## src/sv/hrft_pkg.sv

```systemverilog
`timescale 1ns / 1ps
// ----------------------------------------------------------------------------
// hrft_pkg
// shared types and constants of the humidity rise fan trigger
// ----------------------------------------------------------------------------
package hrft_pkg;

  // payload of one poll
  typedef struct packed {
    logic [31:0] now_seconds;
    logic        sensor_ok;
    logic [6:0]  humidity;
  } in_item_t;

  // payload of one result
  typedef struct packed {
    logic        fan_on;
    logic        sample_taken;
    logic [14:0] short_average;
    logic [14:0] long_average;
  } out_item_t;

  // configuration register file contents
  typedef struct packed {
    logic [15:0] sample_period;
    logic [6:0]  short_window;
    logic [6:0]  long_window;
    logic [31:0] max_on_seconds;
    logic [6:0]  trigger_cap;
  } cfg_t;

  // register indexes
  localparam logic [2:0] REG_SAMPLE_PERIOD  = 3'd0;
  localparam logic [2:0] REG_SHORT_WINDOW   = 3'd1;
  localparam logic [2:0] REG_LONG_WINDOW    = 3'd2;
  localparam logic [2:0] REG_MAX_ON_SECONDS = 3'd3;
  localparam logic [2:0] REG_TRIGGER_CAP    = 3'd4;

  // register reset values
  localparam logic [15:0] RST_SAMPLE_PERIOD  = 16'd60;
  localparam logic [6:0]  RST_SHORT_WINDOW   = 7'd4;
  localparam logic [6:0]  RST_LONG_WINDOW    = 7'd64;
  localparam logic [31:0] RST_MAX_ON_SECONDS = 32'd14400;
  localparam logic [6:0]  RST_TRIGGER_CAP    = 7'd85;

  // datapath widths
  localparam int SH_W   = 26;  // dividend / quotient / radicand shifter
  localparam int REM_W  = 16;  // partial remainder
  localparam int ROOT_W = 13;  // square root result
  localparam int ACC_W  = 14;  // window sum, up to 127 samples of 127
  localparam int AVG_W  = 15;  // q7.8 average

  // 10/sqrt(b/10) in q8 is sqrt(65536000 / b)
  localparam logic [SH_W-1:0] THR_DIVIDEND = 26'd65536000;

  localparam logic [4:0] DIV_STEPS_M1  = 5'd25;
  localparam logic [4:0] SQRT_STEPS_M1 = 5'd12;

  typedef enum logic [3:0] {
    S_IDLE,
    S_WSTART,
    S_WALK,
    S_DLOAD,
    S_DIV,
    S_DSTORE,
    S_TH,
    S_TDIV,
    S_SQL,
    S_SQRT,
    S_DECIDE,
    S_OUT
  } state_t;

  typedef enum logic [2:0] {
    UOP_NOP,
    UOP_CLR,
    UOP_ACC,
    UOP_LOAD_AVG,
    UOP_LOAD_DIVK,
    UOP_DIV_STEP,
    UOP_LOAD_SQRT,
    UOP_SQRT_STEP
  } uop_t;

  // command from the sequencer to the shared unit
  typedef struct packed {
    uop_t       op;
    logic [6:0] divisor;
  } unit_ctl_t;

endpackage

```

## src/sv/hrft_ring.sv

```systemverilog
`timescale 1ns / 1ps
// ----------------------------------------------------------------------------
// hrft_ring
// sample ring memory, one write port and one registered read port
// ----------------------------------------------------------------------------
module hrft_ring #(
  parameter int DEPTH = 64,
  localparam int AW = $clog2(DEPTH)
) (
  input  logic          clk,
  input  logic          we,
  input  logic [AW-1:0] waddr,
  input  logic [6:0]    wdata,
  input  logic [AW-1:0] raddr,
  output logic [6:0]    rdata
);

  logic [6:0] mem [DEPTH];

  always_ff @(posedge clk) begin
    if (we) begin
      mem[waddr] <= wdata;
    end
    rdata <= mem[raddr];
  end

endmodule

```

## src/sv/hrft_unit.sv

```systemverilog
`timescale 1ns / 1ps
// ----------------------------------------------------------------------------
// hrft_unit
// shared datapath: window accumulator and one compare-subtract step used
// for restoring division and digit-by-digit square root
// ----------------------------------------------------------------------------
module hrft_unit (
  input  logic                              clk,
  input  hrft_pkg::unit_ctl_t               ctl,
  input  logic [6:0]                        sample,
  output logic [hrft_pkg::SH_W-1:0]         quo,
  output logic [hrft_pkg::ROOT_W-1:0]       root
);

  logic [hrft_pkg::ACC_W-1:0] acc;
  logic [hrft_pkg::REM_W-1:0] rem;
  logic [hrft_pkg::SH_W-1:0]  sh;
  logic [hrft_pkg::REM_W-1:0] rem_s;
  logic [hrft_pkg::REM_W-1:0] trial;
  logic [hrft_pkg::REM_W:0]   diff;
  logic                       ge;

  // the one subtractor, fed per mode
  always_comb begin
    if (ctl.op == hrft_pkg::UOP_SQRT_STEP) begin
      rem_s = {rem[hrft_pkg::REM_W-3:0], sh[hrft_pkg::SH_W-1 -: 2]};
      trial = {1'b0, root, 2'b01};
    end else begin
      rem_s = {rem[hrft_pkg::REM_W-2:0], sh[hrft_pkg::SH_W-1]};
      trial = {9'd0, ctl.divisor};
    end
    diff = {1'b0, rem_s} - {1'b0, trial};
    ge   = !diff[hrft_pkg::REM_W];
  end

  always_ff @(posedge clk) begin
    case (ctl.op)
      hrft_pkg::UOP_CLR: begin
        acc <= '0;
      end
      hrft_pkg::UOP_ACC: begin
        acc <= acc + hrft_pkg::ACC_W'(sample);
      end
      hrft_pkg::UOP_LOAD_AVG: begin
        rem <= '0;
        sh  <= {4'd0, acc, 8'd0};
      end
      hrft_pkg::UOP_LOAD_DIVK: begin
        rem <= '0;
        sh  <= hrft_pkg::THR_DIVIDEND;
      end
      hrft_pkg::UOP_DIV_STEP: begin
        rem <= ge ? diff[hrft_pkg::REM_W-1:0] : rem_s;
        sh  <= {sh[hrft_pkg::SH_W-2:0], ge};
      end
      hrft_pkg::UOP_LOAD_SQRT: begin
        rem  <= '0;
        root <= '0;
      end
      hrft_pkg::UOP_SQRT_STEP: begin
        rem  <= ge ? diff[hrft_pkg::REM_W-1:0] : rem_s;
        root <= {root[hrft_pkg::ROOT_W-2:0], ge};
        sh   <= {sh[hrft_pkg::SH_W-3:0], 2'b00};
      end
      default: begin
      end
    endcase
  end

  assign quo = sh;

endmodule

```

## src/sv/hrft_ctrl.sv

```systemverilog
`timescale 1ns / 1ps
// ----------------------------------------------------------------------------
// hrft_ctrl
// poll sequencer: sample gating, ring walk, averages and fan decision
// ----------------------------------------------------------------------------
module hrft_ctrl #(
  parameter int DEPTH = 64,
  localparam int AW = $clog2(DEPTH),
  localparam int FW = $clog2(DEPTH + 1)
) (
  input  logic                          clk,
  input  logic                          rst,
  input  hrft_pkg::cfg_t                cfg,
  input  logic                          in_valid,
  output logic                          in_ready,
  input  hrft_pkg::in_item_t            in_data,
  output logic                          out_valid,
  input  logic                          out_ready,
  output hrft_pkg::out_item_t           out_data,
  output logic                          ring_we,
  output logic [AW-1:0]                 ring_waddr,
  output logic [6:0]                    ring_wdata,
  output logic [AW-1:0]                 ring_raddr,
  output hrft_pkg::unit_ctl_t           ctl,
  input  logic [hrft_pkg::SH_W-1:0]     quo,
  input  logic [hrft_pkg::ROOT_W-1:0]   root
);

  localparam int CW = (FW > 7) ? FW : 7;

  hrft_pkg::state_t state, state_next;

  logic [AW-1:0]             write_slot;
  logic [FW-1:0]             filled_count;
  logic [31:0]               last_sample_time;
  logic                      fan_state;
  logic [31:0]               switch_on_time;
  logic [hrft_pkg::AVG_W-1:0] release_level;
  logic [hrft_pkg::AVG_W-1:0] last_short_avg;
  logic [hrft_pkg::AVG_W-1:0] last_long_avg;
  logic                      taken;
  logic                      phase;
  logic                      pending;
  logic [6:0]                n_reg;
  logic [6:0]                cnt;
  logic [AW-1:0]             ptr;
  logic [4:0]                step;

  logic                      accept;
  logic                      taken_now;
  logic [31:0]               elapsed;
  logic [6:0]                win_sel;
  logic [CW-1:0]             win_x;
  logic [CW-1:0]             fill_x;
  logic [6:0]                n_sel;
  logic [AW-1:0]             ptr_dec;
  logic [AW-1:0]             slot_inc;
  logic                      issue;
  logic [6:0]                baseline;
  logic [15:0]               cap_q8;
  logic [15:0]               t_sum;
  logic [15:0]               thr;
  logic                      over_thr;
  logic [31:0]               on_time;
  logic                      off_now;

  always_comb begin
    accept    = in_valid && (state == hrft_pkg::S_IDLE);
    elapsed   = in_data.now_seconds - last_sample_time;
    taken_now = in_data.sensor_ok && (elapsed >= {16'd0, cfg.sample_period});
    win_sel   = phase ? cfg.long_window : cfg.short_window;
    win_x     = CW'(win_sel);
    fill_x    = CW'(filled_count);
    // fill never exceeds the ring depth, so this also caps at the depth
    n_sel     = (win_x < fill_x) ? win_sel : 7'(fill_x);
    ptr_dec   = (ptr == '0) ? AW'(DEPTH - 1) : ptr - 1'b1;
    slot_inc  = (write_slot == AW'(DEPTH - 1)) ? '0 : write_slot + 1'b1;
    issue     = (state == hrft_pkg::S_WALK) && (cnt != 7'd0);
    baseline  = last_long_avg[hrft_pkg::AVG_W-1:8];
    cap_q8    = {1'b0, cfg.trigger_cap, 8'd0};
    t_sum     = {1'b0, baseline, 8'd0} + 16'(root);
    if (baseline == 7'd0) begin
      thr = cap_q8;
    end else begin
      thr = (t_sum < cap_q8) ? t_sum : cap_q8;
    end
    over_thr  = {1'b0, last_short_avg} > thr;
    on_time   = last_sample_time - switch_on_time;
    off_now   = (last_short_avg < release_level) || (on_time > cfg.max_on_seconds);
  end

  // next state
  always_comb begin
    state_next = state;
    case (state)
      hrft_pkg::S_IDLE: begin
        if (accept) begin
          state_next = taken_now ? hrft_pkg::S_WSTART : hrft_pkg::S_OUT;
        end
      end
      hrft_pkg::S_WSTART: begin
        if (n_sel != 7'd0) begin
          state_next = hrft_pkg::S_WALK;
        end else if (phase) begin
          state_next = hrft_pkg::S_TH;
        end
      end
      hrft_pkg::S_WALK: begin
        if (cnt == 7'd0 && !pending) begin
          state_next = hrft_pkg::S_DLOAD;
        end
      end
      hrft_pkg::S_DLOAD: state_next = hrft_pkg::S_DIV;
      hrft_pkg::S_DIV: begin
        if (step == 5'd0) begin
          state_next = hrft_pkg::S_DSTORE;
        end
      end
      hrft_pkg::S_DSTORE: begin
        state_next = phase ? hrft_pkg::S_TH : hrft_pkg::S_WSTART;
      end
      hrft_pkg::S_TH: begin
        if (fan_state || baseline == 7'd0) begin
          state_next = hrft_pkg::S_OUT;
        end else begin
          state_next = hrft_pkg::S_TDIV;
        end
      end
      hrft_pkg::S_TDIV: begin
        if (step == 5'd0) begin
          state_next = hrft_pkg::S_SQL;
        end
      end
      hrft_pkg::S_SQL: state_next = hrft_pkg::S_SQRT;
      hrft_pkg::S_SQRT: begin
        if (step == 5'd0) begin
          state_next = hrft_pkg::S_DECIDE;
        end
      end
      hrft_pkg::S_DECIDE: state_next = hrft_pkg::S_OUT;
      hrft_pkg::S_OUT: begin
        if (out_ready) begin
          state_next = hrft_pkg::S_IDLE;
        end
      end
      default: state_next = hrft_pkg::S_IDLE;
    endcase
  end

  // outputs
  always_comb begin
    in_ready    = (state == hrft_pkg::S_IDLE);
    out_valid   = (state == hrft_pkg::S_OUT);
    ring_we     = accept && taken_now;
    ring_waddr  = write_slot;
    ring_wdata  = in_data.humidity;
    ring_raddr  = ptr_dec;
    ctl.op      = hrft_pkg::UOP_NOP;
    ctl.divisor = n_reg;
    case (state)
      hrft_pkg::S_WSTART: ctl.op = hrft_pkg::UOP_CLR;
      hrft_pkg::S_WALK: begin
        if (pending) begin
          ctl.op = hrft_pkg::UOP_ACC;
        end
      end
      hrft_pkg::S_DLOAD: ctl.op = hrft_pkg::UOP_LOAD_AVG;
      hrft_pkg::S_DIV:   ctl.op = hrft_pkg::UOP_DIV_STEP;
      hrft_pkg::S_TH:    ctl.op = hrft_pkg::UOP_LOAD_DIVK;
      hrft_pkg::S_TDIV: begin
        ctl.op      = hrft_pkg::UOP_DIV_STEP;
        ctl.divisor = baseline;
      end
      hrft_pkg::S_SQL:   ctl.op = hrft_pkg::UOP_LOAD_SQRT;
      hrft_pkg::S_SQRT:  ctl.op = hrft_pkg::UOP_SQRT_STEP;
      default: begin
      end
    endcase
  end

  assign out_data.fan_on        = fan_state;
  assign out_data.sample_taken  = taken;
  assign out_data.short_average = last_short_avg;
  assign out_data.long_average  = last_long_avg;

  // control and poll state
  always_ff @(posedge clk) begin
    if (rst) begin
      state            <= hrft_pkg::S_IDLE;
      write_slot       <= '0;
      filled_count     <= '0;
      last_sample_time <= '0;
      fan_state        <= 1'b0;
      switch_on_time   <= '0;
      release_level    <= '0;
      last_short_avg   <= '0;
      last_long_avg    <= '0;
      taken            <= 1'b0;
      phase            <= 1'b0;
      pending          <= 1'b0;
    end else begin
      state   <= state_next;
      pending <= issue;
      if (accept) begin
        taken <= taken_now;
        phase <= 1'b0;
        if (taken_now) begin
          last_sample_time <= in_data.now_seconds;
          write_slot       <= slot_inc;
          if (filled_count < FW'(DEPTH)) begin
            filled_count <= filled_count + 1'b1;
          end
        end
      end
      if (state == hrft_pkg::S_WSTART && n_sel == 7'd0) begin
        phase <= 1'b1;
        if (phase) begin
          last_long_avg <= '0;
        end else begin
          last_short_avg <= '0;
        end
      end
      if (state == hrft_pkg::S_DSTORE) begin
        phase <= 1'b1;
        if (phase) begin
          last_long_avg <= quo[hrft_pkg::AVG_W-1:0];
        end else begin
          last_short_avg <= quo[hrft_pkg::AVG_W-1:0];
        end
      end
      if (state == hrft_pkg::S_TH && fan_state && off_now) begin
        fan_state <= 1'b0;
      end
      if ((state == hrft_pkg::S_TH && !fan_state && baseline == 7'd0) ||
          state == hrft_pkg::S_DECIDE) begin
        if (over_thr) begin
          fan_state      <= 1'b1;
          release_level  <= last_short_avg;
          switch_on_time <= last_sample_time;
        end
      end
    end
  end

  // walk and step counters, loaded before every use
  always_ff @(posedge clk) begin
    if (state == hrft_pkg::S_WSTART) begin
      n_reg <= n_sel;
      cnt   <= n_sel;
      ptr   <= write_slot;
    end
    if (issue) begin
      cnt <= cnt - 1'b1;
      ptr <= ptr_dec;
    end
    if (state == hrft_pkg::S_DLOAD || state == hrft_pkg::S_TH) begin
      step <= hrft_pkg::DIV_STEPS_M1;
    end else if (state == hrft_pkg::S_SQL) begin
      step <= hrft_pkg::SQRT_STEPS_M1;
    end else if (state == hrft_pkg::S_DIV || state == hrft_pkg::S_TDIV ||
                 state == hrft_pkg::S_SQRT) begin
      step <= step - 1'b1;
    end
  end

endmodule

```

## src/sv/humidity_rise_fan_trigger_core.sv

```systemverilog
`timescale 1ns / 1ps
// ----------------------------------------------------------------------------
// humidity_rise_fan_trigger_core
// bathroom fan trigger from a rise of short vs long humidity average
// ----------------------------------------------------------------------------
// a poll that takes no sample goes straight to its result; one that does
//   walks and divides each window in turn, an empty window skipping both,
//   then runs the threshold divide and square root when the fan is off and
//   the baseline is nonzero
// throughput: one poll at a time, set by the ring walk and serial divide / root
// reset: synchronous, active high; ring contents undefined, never read unwritten
module humidity_rise_fan_trigger_core #(
  parameter int RING_DEPTH = 64
) (
  input  logic                clk,
  input  logic                rst,
  input  logic                in_valid,
  output logic                in_ready,
  input  hrft_pkg::in_item_t  in_data,
  output logic                out_valid,
  input  logic                out_ready,
  output hrft_pkg::out_item_t out_data,
  input  logic                cfg_we,
  input  logic [2:0]          cfg_index,
  input  logic [31:0]         cfg_data
);

  localparam int AW = $clog2(RING_DEPTH);

  hrft_pkg::cfg_t cfg;

  logic                          ring_we;
  logic [AW-1:0]                 ring_waddr;
  logic [6:0]                    ring_wdata;
  logic [AW-1:0]                 ring_raddr;
  logic [6:0]                    ring_rdata;
  hrft_pkg::unit_ctl_t           ctl;
  logic [hrft_pkg::SH_W-1:0]     quo;
  logic [hrft_pkg::ROOT_W-1:0]   root;

  // configuration regs; user writes only while no poll in flight, not enforced
  always_ff @(posedge clk) begin
    if (rst) begin
      cfg.sample_period  <= hrft_pkg::RST_SAMPLE_PERIOD;
      cfg.short_window   <= hrft_pkg::RST_SHORT_WINDOW;
      cfg.long_window    <= hrft_pkg::RST_LONG_WINDOW;
      cfg.max_on_seconds <= hrft_pkg::RST_MAX_ON_SECONDS;
      cfg.trigger_cap    <= hrft_pkg::RST_TRIGGER_CAP;
    end else if (cfg_we) begin
      case (cfg_index)
        hrft_pkg::REG_SAMPLE_PERIOD:  cfg.sample_period  <= cfg_data[15:0];
        hrft_pkg::REG_SHORT_WINDOW:   cfg.short_window   <= cfg_data[6:0];
        hrft_pkg::REG_LONG_WINDOW:    cfg.long_window    <= cfg_data[6:0];
        hrft_pkg::REG_MAX_ON_SECONDS: cfg.max_on_seconds <= cfg_data;
        hrft_pkg::REG_TRIGGER_CAP:    cfg.trigger_cap    <= cfg_data[6:0];
        default: begin
          // unused index, write dropped
        end
      endcase
    end
  end

  // sample ring, newest entry sits just below write_slot
  hrft_ring #(
    .DEPTH (RING_DEPTH)
  ) u_ring (
    .clk   (clk),
    .we    (ring_we),
    .waddr (ring_waddr),
    .wdata (ring_wdata),
    .raddr (ring_raddr),
    .rdata (ring_rdata)
  );

  // shared accumulate / divide / square root datapath
  hrft_unit u_unit (
    .clk    (clk),
    .ctl    (ctl),
    .sample (ring_rdata),
    .quo    (quo),
    .root   (root)
  );

  // sequencer: gates the poll, walks both windows, decides the fan
  hrft_ctrl #(
    .DEPTH (RING_DEPTH)
  ) u_ctrl (
    .clk        (clk),
    .rst        (rst),
    .cfg        (cfg),
    .in_valid   (in_valid),
    .in_ready   (in_ready),
    .in_data    (in_data),
    .out_valid  (out_valid),
    .out_ready  (out_ready),
    .out_data   (out_data),
    .ring_we    (ring_we),
    .ring_waddr (ring_waddr),
    .ring_wdata (ring_wdata),
    .ring_raddr (ring_raddr),
    .ctl        (ctl),
    .quo        (quo),
    .root       (root)
  );

  // a result waiting and a new poll being taken never overlap
  a_no_overlap: assert property (@(posedge clk) disable iff (rst)
    !(out_valid && in_ready))
    else $error("result pending while accepting a poll");

  // after an input transfer the block is busy
  a_busy_after_in: assert property (@(posedge clk) disable iff (rst)
    (in_valid && in_ready) |=> !in_ready)
    else $error("ready again right after an input transfer");

  // the ring is only written on an input transfer
  a_ring_write: assert property (@(posedge clk) disable iff (rst)
    ring_we |-> (in_valid && in_ready))
    else $error("ring written outside an input transfer");

  // after a result transfer the block is idle again
  a_idle_after_out: assert property (@(posedge clk) disable iff (rst)
    (out_valid && out_ready) |=> in_ready)
    else $error("not idle after a result transfer");

endmodule

```

## config.mk

```make
export PLATFORM = sky130hd
export DESIGN_NAME = humidity_rise_fan_trigger_core
export DESIGN_NICKNAME = d
export VERILOG_FILES = /design/src/sv/hrft_pkg.sv /design/src/sv/hrft_ring.sv /design/src/sv/hrft_unit.sv /design/src/sv/hrft_ctrl.sv /design/src/sv/humidity_rise_fan_trigger_core.sv
export SDC_FILE = /design/constraint.sdc
export NUM_CORES = 1
export LEC_CHECK = 0
export BUFFER_PORTS_ARGS = -buffer_cell sky130_fd_sc_hd__buf_2
export CAP_MARGIN = 20
export CORE_UTILIZATION = 35
export CTS_CLUSTER_DIAMETER = 30
export DETAILED_ROUTE_END_ITERATION = 8
export RECOVER_POWER = 100
export SYNTH_ARGS = -nofsm -noshare
export SYNTH_HDL_FRONTEND = slang
export SYNTH_HIERARCHICAL = 1
export SYNTH_SLANG_ARGS = --single-unit
export TNS_END_PERCENT = 20
```

## constraint.sdc

```tcl
create_clock -name clk -period 7.77 [get_ports clk]
set_input_delay 1.554 -clock clk [delete_from_list [all_inputs] [get_ports clk]]
set_output_delay 1.554 -clock clk [all_outputs]
set_load 0.03 [all_outputs]
```

Yosys cells after proc, flatten, opt, wreduce, memory -nomap -nowiden
Memories as Yosys holds them, arrays and structs flattened. A register that Yosys moved wholly into a read port is not among the register bits. Cells that the tools add are included.

Add/subtract/negate cells: 10. $lt $le $gt $ge: 7. Equality and inequality tests: 30. Muxes and demuxes: 50. Reductions and logical operators: 48.

Operator list (number): $mux W15 (10); $pmux W26 S4 (1); $sub A32 B32 Y32 (2); $mux W16 (3); $pmux W4 S12 (1); $mux W4 (10); $mux W7 (5); $ge A32 B16 Y1 (1); $gt A32 B32 Y1 (1); $pmux W15 S2 (1); $pmux W14 S2 (1); $pmux W13 S2 (1); $mux W6 (4); $logic_not A7 Y1 (3); $pmux W3 S7 (1); $sub A16 B15 Y17 (1); $add A15 B13 Y16 (1); $eq A4 B3 Y1 const B (4); $eq A4 B4 Y1 const B (4); $gt A15 B16 Y1 (1); $lt A16 B15 Y1 (1); $eq A3 B3 Y1 const B (5); $lt A15 B15 Y1 (1); $add A14 B7 Y14 (1); 35 further kinds (81).

Register bits: 292. Bits in writable memories: 448. Memories kept: 1.

Memory list: u_ring.mem (depth 64, bits a word 7, rd ports 1, clocked after memory_dff 1, write ports 1, line hrft_ring.sv:18) `logic [6:0] mem [DEPTH];`.

Depth between registers and ports, before layout
Gate-level depths: netlist of run 1.

Depth after elaboration: 8. Gate-level depth with buffers: 26. Mapped depth without buffers: 26.

Modules after synthesis
The synthesis of run 1 kept the hierarchy.

Modules (own cells, without submodules): hrft_ring (instances 1, cells an instance 827, area an instance 17635.7 µm²); hrft_ctrl (instances 1, cells an instance 1534, area an instance 12629.6 µm²); hrft_unit (instances 1, cells an instance 425, area an instance 4251.6 µm²); humidity_rise_fan_trigger_core (instances 1, cells an instance 276, area an instance 2881.5 µm²).

Least setup slack after synthesis of run 1
Ideal clock, no wire load.

Path type: input to register. Start point: in in_data[8] (netlist bit). End point: mem u_ring.mem[22][0] (enable). Library setup time: 0.277 ns. Arrival: 5.960 ns. Required time: 7.493 ns. Slack: 1.533 ns. Cell stages on the path: 25. Buffers on the path: 2. Path through: inv_1 > ha_1 > inv_1 > fa_1 > a21o_1 > a31oi_4 > nor2_1 > nor2_1 > o21ba_2 > xnor2_1 > ha_1 > a21o_1 > a2111oi_0 > o41ai_1 > o221ai_1 > o211ai_1 > nor4b_2 > nand4_2 > o311ai_4 > buf_6 > buf_12 > inv_2 > nor2b_1 > nand3_1 > nor2_1.

Longest elaborated chain between the ends: 6.

Ends and longest elaborated chain: start, declared (line humidity_rise_fan_trigger_core.sv:19) `input hrft_pkg::in_item_t in_data,`; $sub A32 B32 Y32 (line hrft_ctrl.sv:69) `elapsed = in_data.now_seconds - last_sample_time;`; $ge A32 B16 Y1 (line hrft_ctrl.sv:70) `taken_now = in_data.sensor_ok && (elapsed >= {16'd0, cfg.sample_period});`; $logic_and A1 B1 Y1 (line hrft_ctrl.sv:70); $logic_and A1 B1 Y1 (line hrft_ctrl.sv:154) `ring_we = accept && taken_now;`; named net ring_we (line humidity_rise_fan_trigger_core.sv:32) `logic ring_we;`; $mux W1 (line hrft_ring.sv:21) `if (we) begin`; $mux W1 (implied by the code) (line hrft_ring.sv:22) `mem[waddr] <= wdata;`; end, declared (line hrft_ring.sv:18).

The timed path passes the listed nets, and every way through them passes these cells.

Worst setup path after layout of run 1
Start point: in in_data[8] (netlist bit). End point: mem u_ring.mem[34][5] (enable).

Same word-level chain as after synthesis.

==> results of run 1 <==
## cell usage after synthesis (5+ instances only)
| cell type | n | area [um^2] |
|---|---|---|
| ha_1 | 186 | 2330 |
| nand3_1 | 43 | 215 |
| o21ai_1 | 24 | 120 |
| mux4_2 | 112 | 2520 |
| or3_1 | 13 | 81.3 |
| a31oi_1 | 22 | 138 |
| fa_1 | 5 | 100 |
| a21o_1 | 58 | 435 |
| nand2b_1 | 120 | 751 |
| nor3_1 | 34 | 170 |
| buf_4 | 18 | 135 |
| a21oi_1 | 131 | 656 |
| nand2_1 | 177 | 664 |
| mux2_2 | 27 | 304 |
| xor2_1 | 31 | 272 |
| or2_2 | 6 | 37.5 |
| xnor2_1 | 53 | 464 |
| mux2i_1 | 198 | 1980 |
| a211oi_1 | 12 | 90.1 |
| and3_1 | 11 | 68.8 |
| a22o_1 | 19 | 166 |
| a2111oi_0 | 7 | 61.3 |
| nand3b_1 | 7 | 52.6 |
| edfxtp_1 | 536 | 16100 |
| o21ai_0 | 80 | 400 |
| o221ai_1 | 15 | 131 |
| o21a_1 | 24 | 180 |
| o21bai_1 | 10 | 75.1 |
| o41ai_1 | 5 | 43.8 |
| inv_1 | 187 | 702 |
| o22ai_1 | 15 | 93.8 |
| and2_1 | 20 | 125 |
| nor2b_1 | 29 | 181 |
| buf_6 | 9 | 101 |
| dfxtp_1 | 211 | 4220 |
| buf_2 | 24 | 120 |
| clkbuf_1 | 79 | 297 |
| nand4_1 | 26 | 163 |
| nor4_1 | 8 | 50.1 |
| nor2_1 | 318 | 1190 |
| o211ai_1 | 6 | 45.0 |
| buf_1 | 7 | 26.3 |
| a22oi_1 | 23 | 173 |
| nor3b_1 | 7 | 52.6 |
| o31ai_1 | 11 | 82.6 |
## final cells by class
class / instances / area [um^2]
timing repair buffer: 144 / 712
inverter: 189 / 712
fill: 9662 / 60800
tap: 1391 / 1740
clock buffer: 182 / 4130
clock inverter: 101 / 1490
multi-input combinational: 1984 / 15600
sequential: 747 / 20300
## layer usage
| layer | track usage, % | up-vias |
|---|---|---|
| met5 | 0 | - |
| met4 | 6.06 | 0 |
| met3 | 3.11 | 148 |
| met2 | 26.8 | 689 |
| met1 | 24.1 | 12100 |
| li1 | - | 11700 |
## worst paths after layout
| kind | from | to | cells past startpoint |
|---|---|---|---|
| min | cfg[14] | cfg[14] | 2 |
| max reg2reg | u_ctrl/state[1] | u_unit/rem[3] | 17 |
| min reg2reg | cfg[14] | cfg[14] | 2 |
| max | in_data[8] | u_ring/mem[34][5] | 24 |
## placed cells by master, fill, tap and decap left out, types with 14 or more instances in the layout
cell type	count
edfxtp_1	536
nor2_1	318
dfxtp_1	211
mux2i_1	198
inv_1	187
ha_1	186
nand2_1	176
clkbuf_16	156
a21oi_1	129
nand2b_1	120
mux4_2	112
o21ai_0	87
buf_2	70
clkbuf_1	64
a21o_1	58
xnor2_1	53
nand3_1	43
nor3_1	33
xor2_1	31
nor2b_1	29
bufinv_16	28
nand4_1	26
o21a_1	24
a31oi_1	23
a22oi_1	23
buf_4	22
mux2_2	22
a22o_1	19
o21ai_1	17
clkinv_2	15
o22ai_1	15
o221ai_1	15
clkinvlp_4	14
## metrics by stage
step | hold slack (ns) | area, um^2
finish | 0.469 | 44700
CTS | 0.475 | 44900
detailed placement | 0.462 | 39200
floorplan | 0.437 | 37400
global route | 0.485 | 44700
global placement | 0.458 | 39200
## kinds of logic (layout without fill, tap and decap cells)
kind of cell / Yosys count / count (layout) / share of synthesized area (%)
AND/OR/NAND/NOR: 847 / 847 / 10.9
adder cells (fa/ha/maj): 191 / 191 / 6.49
flip-flops: 747 / 747 / 54.3
AO/OA/AOI/OAI: 521 / 521 / 9.37
buffers and inverters: 331 / 616 / 3.97
multiplexers: 341 / 341 / 13.0
XOR/XNOR: 84 / 84 / 1.97
## worst reg2reg max path: stages (launching register included)
cell and delay, ns:
dfxtp_1 0.30, clkbuf_1 0.96, nor2b_1 0.35, o21ai_0 0.20, a21oi_4 0.14, buf_4 0.44, and3_1 0.26, buf_4 0.32
mux2i_1 0.18, ha_1 0.24, fa_1 0.47, nor2b_1 0.18, o211ai_1 0.13, a21oi_1 0.26, o21ai_0 0.25, o21ai_1 1.29
mux2i_1 0.34, nor2_1 0.06
## where the power goes
part           total (mW)  internal [mW]  switching (mW)
combinational        6.16           2.61            3.55
clock                7.00           4.76            2.24
sequential           5.02           4.73           0.291
total                18.2           12.1            6.09
==> metrics.cfg, run 1 <==
[routing]
drt_iter0_drc=1974
wl_met3_mm=4.94
vias_per_cell=5.20
ant_nets=0
route.vias.total=24700
wl_met2_mm=42.5
firstDrtPassIters=9
wirelength_mm=92.9
wl_met1_mm=43.3
drc=14
wl_per_cell_um=19.6
routed.top_layer=met4

[synth]
synth_nets=3333
async_reset_ff_share_pct=0
synth_area_mm2=0.0374
yosysWarnings=6
ys.flop_type=edfxtp_1
ys_ff_latch=747
post_synth.cell_area_avg_um2=12.2
synth.distinct_cells=99
synth_edf_count=536
synthCells=3062
seq_area_frac_synth_pct=54.3

[setup_path]
worst-path-buf-inv=4
regToRegSetupSlack_ns=1.09
cp-end-kind=flip-flop
critPathArrivalTime_ns=7.13
startpoint_type=primary input
crit_fanout=7
critical_path_required_ns=8.17
cp_slowest_cell=a2111oi_0
cp_cell_sequence=clkbuf_1 > inv_1 > ha_1 > inv_1 > fa_1 > a21o_1 > a31oi_1 > nor2_1 > nor2_1 > o21ba_2 > xnor2_1 > ha_1 > a21o_1 > a2111oi_0 > o41ai_1 > o221ai_1 > o211ai_1 > nor4b_1 > nand4_2 > o311ai_4 > inv_1 > nor2b_1 > nand2_1 > nor2_1
worstSetupPathType=primary input to flip-flop
cp_slowest_stage_delay_ns=0.47
crit_family=compound AO/OA/AOI/OAI gates

[grt]
antenna_found_initial=0
first_global_vias=24400
grt_pass1_wl_mm=144
overflow=0
track_usage_pct=17.2
grt_max_degree=125

[placed_design]
dp_hpwl_mm=61.4
port_buffers=113
gp_congestion=0.884
dp_slack_ns=0.632
dpl.cell_count=4453

[layout]
fin_nets=3490
largest-register=u_ring/mem
post_layout_nonfiller_instances=4738
area.growth.synth_to_final_pct=19.6
largest_reg_flops=448
top_regs=u_ring/mem x448, cfg x69
drive_gt1_share_pct=15.5
fin_util_pct=42.4
antenna-diode-count=0

[clocking]
cts_tree=built
cts_root_buf=clkbuf_16
clk_latency_ns=0.74
cts_resized=0
numCtsBuffers=153
holdBufCountCts=0
cts_setup_buffers=0
ctsHtreeMaxLevel=4
max-clock-path-buffers=3
clkSlewWorstSetupHoldPaths_ns=0.05
cts_sinks=747

[timing]
hold_viol=0
rsz0062_at_grt=no
min_period_ns=6.73
worst_pin_slew_ns=5.15
setup_violations=0
max_freq_ghz=0.149
tns_ns=0
setup_slack_ns=1.04
post-route-period-util_pct=86.7
fin_skew_ns=0.0316
drv_slew=693
slew_headroom_pct=-243

[die]
die_y_um=329
initial_core_util_pct=35.4
core-area_mm2=0.106
rows=119
io_pins=114
die_w_um=329
dieArea_mm2=0.108

[power]
leakage_nw=16.3
p_total_mw=18.2
peakVddDrop_mv=0.403
power.density_mw_per_mm2=407

[flow_run]
maxCapViolCount=11

[run_status]
violations=DRC, capacitance limit, slew limit
outcome=finished, violations left

[hold_path]
hold_path.class=flip-flop to flip-flop

Note: power is estimated with default switching activity, not from simulation.
==> inputs of run 2 (changes only) <==
Settings changed: PLACE_DENSITY_LB_ADDON from default to 0.1, SYNTH_HIERARCHICAL 1 to default.
==> metrics.cfg, run 2 <==
[layout]
area.growth.synth_to_final_pct=22.0  ; was 19.6%
post_layout_nonfiller_instances=4781  ; was 4738
fin_util_pct=43.3  ; was 42.4%
final_cell_mix=edfxtp_1 (536), nor2_1 (307), nand2_1 (250), a21oi_1 (211), dfxtp_1 (211)  ; was edfxtp_1 (536), nor2_1 (318), dfxtp_1 (211), mux2i_1 (198), inv_1 (187)
top_regs=u_ring.mem x448, cfg x69  ; was u_ring/mem x448, cfg x69
multi_input_area_mm2=0.0152  ; was 0.0156 mm^2
largest_reg_flops=448  ; unchanged
drive_gt1_share_pct=16.6  ; was 15.5%
largest-register=u_ring.mem  ; was u_ring/mem
nFillCells=9706  ; was 9662
final_common_cell=edfxtp_1  ; unchanged
regArea_mm2=0.0203  ; unchanged
fin_nets=3517  ; was 3490

[timing]
fin_skew_ns=0.0462  ; was 0.0316 ns
slew_headroom_pct=-164  ; was -243%
setup_violations=0  ; unchanged
tns_ns=0  ; unchanged
max_freq_ghz=0.146  ; was 0.149 GHz
hold_viol=0  ; unchanged
drv_slew=735  ; was 693
min_period_ns=6.84  ; was 6.73 ns
worst_pin_slew_ns=3.96  ; was 5.15 ns
rsz0062_at_grt=no  ; unchanged
post-route-period-util_pct=88.0  ; was 86.7%

[grt]
gr-usage-met2_pct=31.3  ; was 26.8%
use_met3_pct=3.88  ; was 3.11%
grt.busiest_layer=met2  ; unchanged
antenna_found_initial=1  ; was 0
overflow=0  ; unchanged
first_global_vias=25400  ; was 24400
grt_max_degree=114  ; was 125
track_usage_pct=19.2  ; was 17.2%
grt_pass1_wl_mm=156  ; was 144 mm
gr-usage-met1_pct=25.3  ; was 24.1%

[synth]
synth_area_leader_cell=edfxtp_1  ; unchanged
synth_nets=3358  ; was 3333
ys_top_cells_by_area=edfxtp_1 (43%), dfxtp_1 (11%), mux4_2 (6.8%), ha_1 (6.3%), mux2i_1 (3.9%)  ; was edfxtp_1 (43%), dfxtp_1 (11%), mux4_2 (6.7%), ha_1 (6.2%), mux2i_1 (5.3%)
synthTopCellsByCount=edfxtp_1 (536), nor2_1 (307), nand2_1 (250)  ; was edfxtp_1 (536), nor2_1 (318), dfxtp_1 (211)
seq_area_frac_synth_pct=54.9  ; was 54.3%
yosysWarnings=0  ; was 6
post_synth.cell_area_avg_um2=12.0  ; was 12.2 um^2
ys.flop_type=edfxtp_1  ; unchanged
synth_area_mm2=0.0370  ; was 0.0374 mm^2
async_reset_ff_share_pct=0  ; unchanged
ys_ff_latch=747  ; unchanged
synthCells=3087  ; was 3062
synth_most_common_cell=edfxtp_1  ; unchanged
synth_largest_type_area_fraction_pct=43.5  ; was 43.0%
synth.distinct_cells=95  ; was 99
synth_edf_count=536  ; unchanged

[clocking]
holdBufCountCts=0  ; unchanged
cts_setup_buffers=0  ; unchanged
max-clock-path-buffers=3  ; unchanged
cts_sinks=747  ; unchanged
ctsHtreeMaxLevel=4  ; unchanged
clk_latency_ns=0.77  ; was 0.74 ns
cts_root_buf=clkbuf_16  ; unchanged
clkSlewWorstSetupHoldPaths_ns=0.04  ; was 0.05 ns
numCtsBuffers=178  ; was 153
cts_resized=0  ; unchanged
cts_tree=built  ; unchanged

[die]
die_y_um=327  ; was 329 um
rows=118  ; was 119
core-area_mm2=0.104  ; was 0.106 mm^2
io_pins=114  ; unchanged
initial_core_util_pct=35.5  ; was 35.4%
dieArea_mm2=0.107  ; was 0.108 mm^2
die_w_um=327  ; was 329 um

[routing]
wirelength_mm=103  ; was 92.9 mm
vias_per_cell=5.21  ; was 5.20
route.vias.total=24900  ; was 24700
drc=0  ; was 14
drt_iter0_drc=1572  ; was 1974
ant_nets=0  ; unchanged
firstDrtPassIters=6  ; was 9
wl_per_cell_um=21.5  ; was 19.6 um

[setup_path]
reg2reg_depth=26  ; was 17
worst_r2r_endpoint=u_ctrl.switch_on_time[14]  ; was u_unit/rem[3]
startpoint_type=primary input  ; unchanged
worstSetupPathType=primary input to flip-flop  ; unchanged
crit_fanout=11  ; was 7
regToRegSetupSlack_ns=1.25  ; was 1.09 ns
critical_path_required_ns=8.18  ; was 8.17 ns
cp-end-kind=flip-flop  ; unchanged
critPathArrivalTime_ns=7.25  ; was 7.13 ns
crit_start=in_data[8]  ; unchanged
rr_startpoint=u_unit.root[8]  ; was u_ctrl/state[1]

[hold_path]
hold_end=cfg[9]  ; was cfg[14]
hp-start=cfg[9]  ; was cfg[14]
hold_path.class=flip-flop to flip-flop  ; unchanged
holdPathStages=2  ; unchanged

[power]
power.density_mw_per_mm2=406  ; was 407 mW/mm^2
leakage_nw=16.7  ; was 16.3 nW
peakVddDrop_mv=0.246  ; was 0.403 mV

[flow_run]
maxCapViolCount=12  ; was 11

[placed_design]
port_buffers=113  ; unchanged
dpl.cell_count=4445  ; was 4453
gp_congestion=0.887  ; was 0.884
dp_hpwl_mm=68.8  ; was 61.4 mm

[run_status]
violations=capacitance limit, slew limit  ; was DRC, capacitance limit, slew limit
outcome=finished, violations left  ; unchanged

==> run 2: cell type report <==
cell class / instances / area share (%)
Antenna cell: 1 / 0.00554
Clock buffer: 209 / 10.4
Clock inverter: 125 / 3.86
Inverter: 197 / 1.64
Multi-Input combinational cell: 1987 / 33.7
Sequential cell: 747 / 45.0
Tap cell: 1380 / 3.82
Timing Repair Buffer: 135 / 1.50
==> run 2: worst max path at each step <==
stage | to | cells after the start
after floorplan | u_ring.mem[62][0] | 23
after global placement | u_ring.mem[25][4] | 22
after detailed placement | u_ring.mem[17][4] | 22
after CTS | u_ring.mem[17][6] | 22
after global routing | u_ctrl.switch_on_time[22] | 26
final | u_ring.mem[30][1] | 22
==> run 2: power breakdown <==
part	internal (mW)	leakage [nW]	switching, mW
Sequential	4.67	6.58	0.300
Combinational	2.39	7.04	3.20
Clock	5.26	3.10	2.51
==> run 2: logic make-up after synthesis <==
logic type	share of synthesized area (%)
and+or+nand+nor	10.6
DFF	54.9
AOI/OAI and AO/OA	10.5
buffers and inverters	4.08
muxes	11.4
adders and majority gates	6.67
xor gates and xnor gates	1.85
==> run 2: critical path: stages <==
cell and delay (ns):
clkbuf_1 0.09, inv_1 0.06, ha_1 0.16, inv_1 0.05
fa_1 0.39, a21o_1 0.21, a221oi_1 0.63, nor2_1 0.17
o221ai_1 0.32, xnor2_1 0.18, ha_1 0.28, a21oi_1 0.16
nand2_1 0.07, a21oi_1 0.15, and4bb_1 0.20, nand4_1 0.08
nor4_1 0.30, and4_1 0.24, nand4_1 0.18, o311ai_4 0.55
or3_1 0.84, nor2_1 0.37
==> run 2: stage by stage <==
stage | setup WS [ns] | total power, mW | hold WS, ns | cell area (um^2)
2_1_floorplan | 1.88 | 9.06 | 0.436 | 37000
3_3_place_gp | 0.782 | 10.6 | 0.447 | 38800
3_5_place_dp | 0.743 | 10.6 | 0.452 | 38800
4_1_cts | 1.54 | 18.5 | 0.458 | 45300
5_1_grt | 0.656 | 19.3 | 0.478 | 45100
6_report | 0.933 | 18.3 | 0.456 | 45200
==> run 2: metal layers <==
| metal | vias to the layer above | share of wire (%) |
|---|---|---|
| li1 | 11800 | - |
| met1 | 12200 | 45 |
| met2 | 681 | 47 |
| met3 | 193 | 5.2 |
| met4 | 2 | 2.9 |
| met5 | - | 0.0068 |
